==> config.mk <==
export PLATFORM = sky130hd
export DESIGN_NAME = rdc_cell
export DESIGN_NICKNAME = d
export VERILOG_FILES = /design/src/hdl/rdc_pkg.sv /design/src/hdl/rdc_cell.sv
export SDC_FILE = /design/constraint.sdc
export NUM_CORES = 1
export LEC_CHECK = 0
export BUFFER_PORTS_ARGS = -buffer_cell sky130_fd_sc_hd__buf_2
export CORE_AREA = 2 2 87 89
export CTS_CLUSTER_DIAMETER = 30
export DETAILED_ROUTE_END_ITERATION = 10
export DIE_AREA = 0 0 89 91
export HOLD_SLACK_MARGIN = 0.15
export PLACE_DENSITY = 0.78
export SLEW_MARGIN = 30
export SYNTH_ARGS = -nofsm -noshare
export SYNTH_HDL_FRONTEND = slang
export SYNTH_SLANG_ARGS = --single-unit
==> constraint.sdc <==
create_clock -name aclk -period 6.4 [get_ports aclk]
set_clock_uncertainty 0.2 [all_clocks]
set_input_delay 0.64 -clock aclk [delete_from_list [all_inputs] [get_ports aclk]]
set_output_delay 0.64 -clock aclk [all_outputs]
set_load 0.05 [all_outputs]
==> src/hdl/rdc_pkg.sv <==
// Shared types and constants for the rank and duplicate check unit.
package rdc_pkg;

    localparam int unsigned MaxItemsDefault = 64;
    localparam int unsigned ValueWidth      = 32;
    localparam int unsigned RankWidth       = 6;

    // Result status codes
    typedef enum logic [1:0] {
        STATUS_OK,
        STATUS_DUP,
        STATUS_OVF
    } status_t;

    // Beat travelling down the cell chain
    typedef struct packed {
        logic                  valid;
        logic [ValueWidth-1:0] value;
        logic [RankWidth-1:0]  acc;     // number of stored values below this one
        logic                  dup;     // an equal value was met
        logic                  stored;  // taken by an empty cell
        logic                  last;    // final beat of the run
    } token_t;

    // Control from the sequencer to every cell
    typedef struct packed {
        logic shift;   // move occupancy and rank one cell towards the head
        logic clear;   // drop all stored entries
    } cell_ctrl_t;

    typedef enum logic [1:0] {
        ST_RUN,
        ST_DRAIN,
        ST_ERR,
        ST_READ
    } state_t;

endpackage

==> src/hdl/rdc_cell.sv <==
// One cell of the chain: holds one value and its rank, passes the beat on.
module rdc_cell (
    input  logic                        aclk,
    input  logic                        aresetn,
    input  rdc_pkg::token_t             tok_i,
    output rdc_pkg::token_t             tok_o,
    input  rdc_pkg::cell_ctrl_t         ctrl_i,
    input  logic                        occ_right_i,
    input  logic [rdc_pkg::RankWidth-1:0] rank_right_i,
    output logic                        occ_o,
    output logic [rdc_pkg::RankWidth-1:0] rank_o
);

    rdc_pkg::token_t tok_reg, tok_next;
    logic            occ_reg, occ_next;
    logic [rdc_pkg::ValueWidth-1:0] val_reg, val_next;
    logic [rdc_pkg::RankWidth-1:0]  rank_reg, rank_next;

    // Clear or shift on control, else compare the passing beat with the stored value, or take it if empty
    always_comb begin
        tok_next  = tok_i;
        occ_next  = occ_reg;
        val_next  = val_reg;
        rank_next = rank_reg;
        if (ctrl_i.clear) begin
            occ_next = 1'b0;
        end else if (ctrl_i.shift) begin
            occ_next  = occ_right_i;
            rank_next = rank_right_i;
        end else if (tok_i.valid && !tok_i.stored) begin
            if (!occ_reg) begin
                occ_next        = 1'b1;
                val_next        = tok_i.value;
                rank_next       = tok_i.acc;
                tok_next.stored = 1'b1;
            end else if (val_reg == tok_i.value) begin
                tok_next.dup = 1'b1;
            end else if ($signed(val_reg) > $signed(tok_i.value)) begin
                rank_next = rank_reg + 1'b1;
            end else begin
                tok_next.acc = tok_i.acc + 1'b1;
            end
        end
    end

    always_ff @(posedge aclk) begin
        if (!aresetn) begin
            tok_reg <= '0;
            occ_reg <= 1'b0;
        end else begin
            tok_reg <= tok_next;
            occ_reg <= occ_next;
        end
    end

    // Payload
    always_ff @(posedge aclk) begin
        val_reg  <= val_next;
        rank_reg <= rank_next;
    end

    assign tok_o  = tok_reg;
    assign occ_o  = occ_reg;
    assign rank_o = rank_reg;

endmodule

==> impl_metrics.csv, run 1 <==
group,metric,value,unit
status,status,"completed",
detailed_routing,finalWirelength,7470,um
worst_hold_path,hp-class,"input pin to flip-flop",
worst_hold_path,holdPathStages,1,
placement,pre_cts_ws,2960,ps
finish,layout_common_cells,"buf_2, dfxtp_1, edfxtp_1",
finish,drive_above_1_share,0.271,
worst_hold_path,min-delay-start,"tok_i[14]",
worst_setup_path,r2r_cells,8,
worst_setup_path,critPathSlowestCell,"a221o_1",
die,core.rowCount,31,
synthesis,synth_fp_nets,413,
timing,fin_tns_setup,0,ps
die,initial_core_util,0.504,
finish,mostFrequentLayoutCell,"buf_2",
timing,slew_violations,0,
timing,finalWorstSetupSlack,3360,ps
clock_network,clkTransAtPathRegs,80,ps
timing,fin_crit_sh,0.476,
detailed_routing,drtIter0Drc,141,
pwr,irDropWorstVdd,0.000127,V
worst_setup_path,crit_type,"input pin to flip-flop",
pwr,cellLeakagePower,2.03,nW
worst_setup_path,critical_path_arrival,2880,ps
worst_hold_path,holdPathEnd,"val_reg[5]",
detailed_routing,via_per_inst,5.05,
detailed_routing,post-route-drc-count,0,
worst_setup_path,cp_max_fo,6,
run,drv_cap,0,
clock_network,post_cts_resized,0,
global_routing,grt_usage,0.196,
global_routing,grt_max_degree,50,
worst_setup_path,worstPathRequired,6230,ps
synthesis,yosys.area_share.simple,0.162,
finish,finalNonFillerCells,535,
worst_setup_path,startpoint_type,"input pin",
die,core,0.00714,mm^2
worst_setup_path,timing.rr.end,"rank_o[0]",
clock_network,cts_buffers,9,
synthesis,ys_ff_latch,81,
placement,gp_congestion,0.815,
clock_network,root_buffer,"clkbuf_8",
timing,rsz0062_at_grt,"no",
clock_network,postCtsSetupBuffers,0,
clock_network,cts.sinks,81,
global_routing,gr-total-overflow,0,
timing,fmax,329,MHz
finish,syn2layout_area_growth,21.4,%
synthesis,synth_top_family_by_area,"simple AND/OR/NAND/NOR gates",
die,die_x,89,um
placement,dp.cells,519,
global_routing,grt_pass1_wl,12200,um
die,pin_count,102,
synthesis,synthAdderAreaFrac,0.118,
pwr,power.density,244,mW/mm^2
synthesis,yosys_warnings,0,
clock_network,cts_max_level,3,
synthesis,synth-xor-area-share,0.00974,
clock_network,clk_latency,350,ps
worst_setup_path,cpPeakStageDelay,360,ps
finish,stdcell_area,0.00437,mm^2
synthesis,yosysTopAreaCell,"edfxtp_1",
timing,relSlewSlack,0.490,
clock_network,cts_buffer_depth,2,
detailed_routing,vias,2704,
clock_network,cts-hold-fix-buffers,0,
timing,finalHoldViolCount,0,
finish,largest_reg_flops,42,
timing,finalSetupViolations,0,
synthesis,synth_compound_area_frac,0.0720,
finish,nets,518,
finish,n_antenna_cell,0,
synthesis,syn_inst,326,
timing,worst_pin_slew,766,ps
placement,dp_hpwl,5560,um
synthesis,postSynthAreaPerCell,11.0,um^2
detailed_routing,antenna_left,0,
die,die_area,0.00810,mm^2
synthesis,ys_types,35,
worst_setup_path,worstSetupEndpointType,"flip-flop",
timing,period_needed,3040,ps
global_routing,grt_pass1_vias,2585,
synthesis,seq_area_frac_synth,0.557,
clock_network,cts_tree,"yes",
synthesis,syn_area,0.00360,mm^2
global_routing,grt_antenna_before_repair,0,
synthesis,synthMuxAreaShare,0.0376,
timing,hold_ws,284,ps
synthesis,synth_area_leaders,"edfxtp_1, dfxtp_1, ha_1",
detailed_routing,drtPass1Iterations,4,
synthesis,synth_top_area_frac,0.317,
die,dieHeight,91,um
worst_setup_path,r2r_slack,3400,ps
worst_setup_path,r2r_start,"val_reg[7]",
detailed_routing,wl_per_cell,14.0,um
placement,port_buffers,101,
placement,placed_cell_area,0.00421,mm^2
worst_setup_path,path_cells,"buf_2 -> inv_1 -> ha_1 -> a21oi_1 -> o21ai_0 -> a221o_1 -> o31ai_1 -> o211ai_2 -> mux2i_1 -> a31o_1",
-- critical path: cells and delay by family --
kind	cells	cell delay [ps]
AO/OA/AOI/OAI	6	1550
adder cells (fa/ha/maj)	1	320
multiplexers	1	230
buffers and inverters	2	140
-- synth_stat cells --
master	instances
ha_1	34
inv_2	1
o31ai_1	2
mux2i_1	12
a31o_1	1
a211oi_1	1
o211ai_2	1
nand3_1	6
and2_1	34
o21ai_0	10
a2111oi_1	1
nand2b_1	7
mux2_4	1
clkbuf_1	7
nor3b_1	2
inv_1	33
o21ai_1	1
xnor2_1	2
or3_1	1
o21a_1	2
nor2_1	12
dfxtp_1	43
a221o_1	1
nor3_1	3
or4_1	1
a21o_1	3
nor4_1	6
xor2_1	2
o211ai_1	1
nand2_1	25
edfxtp_1	38
nor2b_1	3
nand4_1	9
a21oi_1	19
buf_2	1
-- power breakdown --
| group | internal, W | leakage [nW] | switching [W] |
|---|---|---|---|
| logic | 0.0000539 | 1.24 | 0.000121 |
| registers | 0.000564 | 0.707 | 0.00000824 |
| clock network | 0.000140 | 0.0818 | 0.000179 |
| total | 0.000758 | 2.03 | 0.000308 |
-- layer usage --
layer | wire length (um) | vias up | share of wire | GRT usage
met5 | 0 | - | 0 | 0
met4 | 113 | 0 | 0.015 | 0.0622
met3 | 422 | 12 | 0.056 | 0.0618
met2 | 3680 | 72 | 0.49 | 0.310
met1 | 3260 | 1282 | 0.44 | 0.255
li1 | - | 1338 | - | -
-- stage by stage --
step / util / power, W
after CTS: 0.612 / 0.00108
after detailed placement: 0.590 / 0.000761
final: 0.612 / 0.00107
after global placement: 0.590 / 0.000754
after floorplan: - / 0.000704
after global routing: 0.612 / 0.00112
-- cell families after synthesis --
family / after synthesis
adders and majority gates: 34
AOI/OAI and AO/OA: 43
DFF: 81
buffers and inverters: 42
muxes: 13
xor gates and xnor gates: 4
and+or+nand+nor: 109
-- area by class of cell --
| cell class | count | area, um^2 |
|---|---|---|
| fill | 637 | 2770 |
| sequential | 81 | 2000 |
| multi-input combinational | 203 | 1440 |
| timing repair buffer | 102 | 513 |
| clock buffer | 12 | 135 |
| inverter | 34 | 128 |
| tap | 99 | 124 |
| clock inverter | 4 | 22.5 |
-- worst max path at each step --
stage	startpoint	to	slack, ps	depth (start not counted)
floorplan	ctrl_i[1]	val_reg[0]	1660	2
global placement	tok_i[16]	rank_o[2]	3070	10
detailed placement	tok_i[16]	rank_o[4]	2960	10
CTS	tok_i[22]	rank_o[4]	3330	10
global route	tok_i[40]	rank_o[0]	3120	9
finish	tok_i[16]	rank_o[0]	3360	10
Power figures use the tool's default switching activity.
==> run 2, diff against run 1 <==
CORE_AREA = 2 2 91 93   (was 2 2 87 89)
DIE_AREA = 0 0 93 95   (was 0 0 89 91)
PLACE_DENSITY = 0.75   (was 0.78)
clock period = 2.5 ns   (was 6.4 ns; I/O delays follow)
==> impl_metrics.csv, run 2 (synthesis gave the netlist of run 1 again) <==
group,metric,value,unit
clock_network,clk_latency,350,ps
detailed_routing,wl_per_cell,14.2,um
timing,slew_violations,0,
worst_setup_path,crit_type,"flip-flop to flip-flop",
pwr,finalPower,0.00292,W
clock_network,root_buffer,"clkbuf_8",
timing,period_needed,2620,ps
worst_setup_path,critPathTopFamily,"compound AO/OA/AOI/OAI gates",
pwr,switching_power,0.000861,W
detailed_routing,finalWirelength,8700,um
timing,relSlewSlack,0.498,
placement,dp_hpwl,5550,um
status,status,"finished with violations",
detailed_routing,antenna_left,0,
worst_setup_path,cpPeakStageDelay,420,ps
worst_setup_path,path_buf_inv,0,
timing,fin_tns_setup,-1100,ps
detailed_routing,vias,3010,
timing,finalSetupViolations,12,
die,core,0.00793,mm^2
pwr,clkPwrFrac,0.302,
worst_setup_path,startpoint_type,"flip-flop",
die,initial_core_util,0.454,
timing,finalWorstSetupSlack,-124,ps
pwr,cellLeakagePower,2.37,nW
timing,worst_pin_slew,754,ps
global_routing,grt_antenna_before_repair,0,
finish,largest_reg_flops,42,
global_routing,grt_pass1_vias,2998,
finish,n_antenna_cell,0,
worst_setup_path,crit_top_cell,"a21o_1",
timing,fin_crit_sh,1.05,
pwr,power.density,543,mW/mm^2
finish,mostFrequentLayoutCell,"buf_2",
finish,syn2layout_area_growth,49.6,%
die,pin_count,102,
global_routing,grt_pass1_wl,13700,um
finish,nets,593,
status,violations,"setup timing",
worst_setup_path,critical_path_arrival,2470,ps
clock_network,cts_tree,"yes",
finish,drive_above_1_share,0.347,
pwr,seqPwrFrac,0.502,
worst_hold_path,hp-class,"input pin to flip-flop",
detailed_routing,drtIter0Drc,110,
timing,finalHoldViolCount,0,
worst_setup_path,critPathSlowestCell,"edfxtp_1",
worst_setup_path,path_cells,"ha_4 -> a21o_1 -> a21o_1 -> a221o_1 -> o31ai_4 -> o211ai_2 -> mux2i_1 -> a31o_2",
detailed_routing,drtPass1Iterations,4,
finish,layout_common_cells,"buf_2, dlygate4sd3_1, dfxtp_1",
pwr,combPwrFrac,0.195,
timing,fmax,381,MHz
placement,port_buffers,101,
clock_network,cts.sinks,81,
global_routing,gr-total-overflow,0,
die,dieHeight,95,um
detailed_routing,via_per_inst,4.89,
pwr,p_int,0.00206,W
die,die_x,93,um
detailed_routing,post-route-drc-count,0,
worst_setup_path,worstPathRequired,2350,ps
die,core.rowCount,33,
clock_network,cts_buffer_depth,2,
pwr,p_sw_frac,0.295,
clock_network,cts_buffers,9,
die,die_area,0.00884,mm^2
pwr,irDropWorstVdd,0.000411,V
global_routing,grt_usage,0.199,
worst_setup_path,cp_max_fo,6,
global_routing,grt_max_degree,50,
worst_setup_path,worstSetupEndpointType,"flip-flop",
run,drv_cap,0,
clock_network,clkTransAtPathRegs,80,ps
clock_network,cts_max_level,3,
placement,gp_congestion,0.800,
timing,rsz0062_at_grt,"yes",
run 2: layout make-up:
class | instances | area [um^2]
fillers | 609 | 2550
flip-flops and latches | 81 | 2000
multi-input cells | 203 | 1740
repair buffers | 177 | 1210
clock buffers | 10 | 138
well taps | 105 | 131
inverters | 34 | 128
clock inverters | 5 | 38.8
run 2: power groups by stage:
stage                     combinational, W  clock [W]  sequential, W
after floorplan                   0.000149          0        0.00166
after global placement            0.000458          0        0.00150
after detailed placement          0.000468          0        0.00150
after CTS                         0.000549   0.000896        0.00147
after global routing              0.000618   0.000956        0.00147
final                             0.000571   0.000884        0.00147
run 2: per-layer routing:
metal / GRT usage / wire length, um / vias up
met3: 0.0447 / 429 / 17
met4: 0.0846 / 199 / 0
met5: 0 / 0 / -
met1: 0.229 / 3570 / 1407
met2: 0.356 / 4500 / 86
li1: - / - / 1500
run 2: worst paths after layout:
check,start,endpoint,slack (ps),depth (start not counted)
max,val_reg[13],rank_o[2],-120,8
min,ctrl_i[1],rank_o[0],200,2
max reg2reg,val_reg[13],rank_o[2],-120,8
min reg2reg,occ_o,rank_o[5],620,3
run 2: what timing repair did:
item,4_1_cts,5_1_grt
endpoints found under the hold margin,81,0
hold buffers,51,0
pin swaps,9,11
setup buffers,0,3
gates resized for setup,18,22
setup endpoints to repair,12,12
run 2: metrics by stage:
stage                     setup WS [ps]   util  cell area, um^2  std cells  hold WS [ps]
after detailed placement           -243  0.555             4400        547           254
final                              -124  0.679             5380        615           199
after global placement             -179  0.555             4400        547           253
after floorplan                    -131      -             3620        326           119
after global routing               -265  0.679             5380        615           242
after CTS                          -136  0.657             5210        613           181
==> run 3, diff against run 2 <==
CORE_AREA = 2 2 87 89   (was 2 2 91 93)
DIE_AREA = 0 0 89 91   (was 0 0 93 95)
PLACE_DENSITY = 0.78   (was 0.75)
clock period = 2.56 ns   (was 2.5 ns; I/O delays follow)
==> impl_metrics.csv, run 3 (synthesis gave the netlist of run 1 again) <==
group,metric,value,unit
status,status,"finished with violations",
status,violations,"setup timing",
detailed_routing,post-route-drc-count,0,
placement,dp_hpwl,5520,um
placement,placed_cell_area,0.00433,mm^2
clock_network,cts_max_level,3,
finish,finish.utilization,0.727,
worst_setup_path,worstSetupEndpointType,"flip-flop",
timing,fmax,384,MHz
die,die_area,0.00810,mm^2
pwr,cellLeakagePower,2.34,nW
worst_setup_path,critical_path_arrival,2460,ps
timing,period_needed,2600,ps
timing,finalWorstSetupSlack,-43.1,ps
timing,finalHoldViolCount,0,
pwr,clkPwrFrac,0.334,
pwr,combPwrFrac,0.182,
finish,layout_common_cells,"buf_2, dlygate4sd3_1, dfxtp_1",
finish,nets,585,
timing,finalSetupViolations,8,
clock_network,cts_buffers,9,
finish,mostFrequentLayoutCell,"buf_2",
detailed_routing,antenna_left,0,
detailed_routing,vias,2978,
clock_network,cts_tree,"yes",
die,initial_core_util,0.504,
pwr,p_sw_frac,0.295,
pwr,power.density,570,mW/mm^2
detailed_routing,finalWirelength,8850,um
global_routing,gr-total-overflow,0,
detailed_routing,drtIter0Drc,123,
global_routing,grt_max_degree,50,
run,drv_cap,0,
timing,rsz0062_at_grt,"yes",
pwr,seqPwrFrac,0.484,
die,dieHeight,91,um
worst_setup_path,path_buf_inv,0,
detailed_routing,wl_per_cell,14.7,um
pwr,p_int,0.00208,W
timing,slew_violations,0,
worst_setup_path,critPathTopFamily,"compound AO/OA/AOI/OAI gates",
clock_network,cts.sinks,81,
die,die_x,89,um
worst_hold_path,hp-class,"input pin to flip-flop",
global_routing,grt_pass1_wl,14200,um
worst_setup_path,cp_max_fo,6,
worst_setup_path,startpoint_type,"flip-flop",
pwr,switching_power,0.000873,W
timing,worst_pin_slew,750,ps
placement,port_buffers,101,
die,core,0.00714,mm^2
worst_setup_path,critPathSlowestCell,"edfxtp_1",
die,pin_count,102,
clock_network,root_buffer,"clkbuf_8",
global_routing,grt_pass1_vias,3018,
pwr,finalPower,0.00296,W
finish,syn2layout_area_growth,44.2,%
placement,gp_congestion,0.820,
global_routing,grt_usage,0.227,
timing,hold_ws,183,ps
pwr,irDropWorstVdd,0.000397,V
worst_setup_path,crit_top_cell,"a21o_1",
clock_network,clkTransAtPathRegs,90,ps
worst_setup_path,crit_type,"flip-flop to flip-flop",
clock_network,cts_buffer_depth,2,
timing,fin_crit_sh,1.02,
worst_setup_path,path_cells,"ha_4 -> a21o_1 -> a21o_1 -> a221o_1 -> o31ai_4 -> o211ai_2 -> mux2i_1 -> a31o_2",
finish,largest_reg_flops,42,
timing,relSlewSlack,0.500,
finish,n_antenna_cell,0,
clock_network,clk_latency,360,ps
global_routing,grt_antenna_before_repair,0,
worst_setup_path,cpPeakStageDelay,420,ps
detailed_routing,drtPass1Iterations,4,
worst_setup_path,worstPathRequired,2420,ps
finish,stdcell_area,0.00519,mm^2
finish,drive_above_1_share,0.310,
die,core.rowCount,31,
detailed_routing,via_per_inst,4.95,
finish,fillers,521,
run 3: cell types whose count changed in the layout (fill, tap and decap cells not counted), sizes merged:
cell	before	now
clkbuf	10	9
clkinv	0	1
clkinvlp	2	1
bufinv	0	1
buf	126	118
inv	37	38
run 3: power groups by stage:
stage	sequential (W)	combinational, W	clock [W]
6_report	0.00143	0.000540	0.000988
5_1_grt	0.00144	0.000581	0.00105
4_1_cts	0.00143	0.000521	0.00100
3_5_place_dp	0.00146	0.000452	0
3_3_place_gp	0.00146	0.000440	0
2_1_floorplan	0.00162	0.000146	0
run 3: cell type report:
type / instances / area, um^2 / share of cell area
Sequential cell: 81 / 2000 / 0.386
Multi-Input combinational cell: 203 / 1580 / 0.305
Timing Repair Buffer: 169 / 1140 / 0.220
Inverter: 34 / 128 / 0.0246
Clock buffer: 9 / 124 / 0.0239
Tap cell: 99 / 124 / 0.0239
Clock inverter: 7 / 83.8 / 0.0162
run 3: repair_timing:
action / in CTS / in global routing
setup endpoints to repair: 12 / 12
pin swaps: 9 / 8
setup buffers: 0 / 2
resized for setup: 7 / 14
hold buffers: 51 / 0
gates cloned: 0 / 0
endpoints found under the hold margin: 81 / 0
run 3: stage by stage:
stage	worst slack, ps	setup TNS [ps]	std cells
floorplan	-71.2	-427	326
global placement	-149	-1200	533
detailed placement	-216	-1850	533
CTS	-116	-1030	600
global route	-191	-1660	602
finish	-43.1	-287	602
run 3: worst paths after layout:
kind	from	end	slack, ps	cells past startpoint
worst max register to register	val_reg[13]	rank_o[4]	-40	8
worst min-delay path	ctrl_i[1]	rank_o[2]	180	2
worst max-delay path	val_reg[13]	rank_o[4]	-40	8
worst min register to register	occ_o	rank_o[2]	600	3
run 3: per-layer routing:
metal | global-route usage | vias up | wire (um)
met1 | 0.281 | 1419 | 3700
met3 | 0.0382 | 7 | 390
met2 | 0.398 | 76 | 4690
li1 | - | 1476 | -
met5 | 0 | - | 0
met4 | 0.0697 | 0 | 72
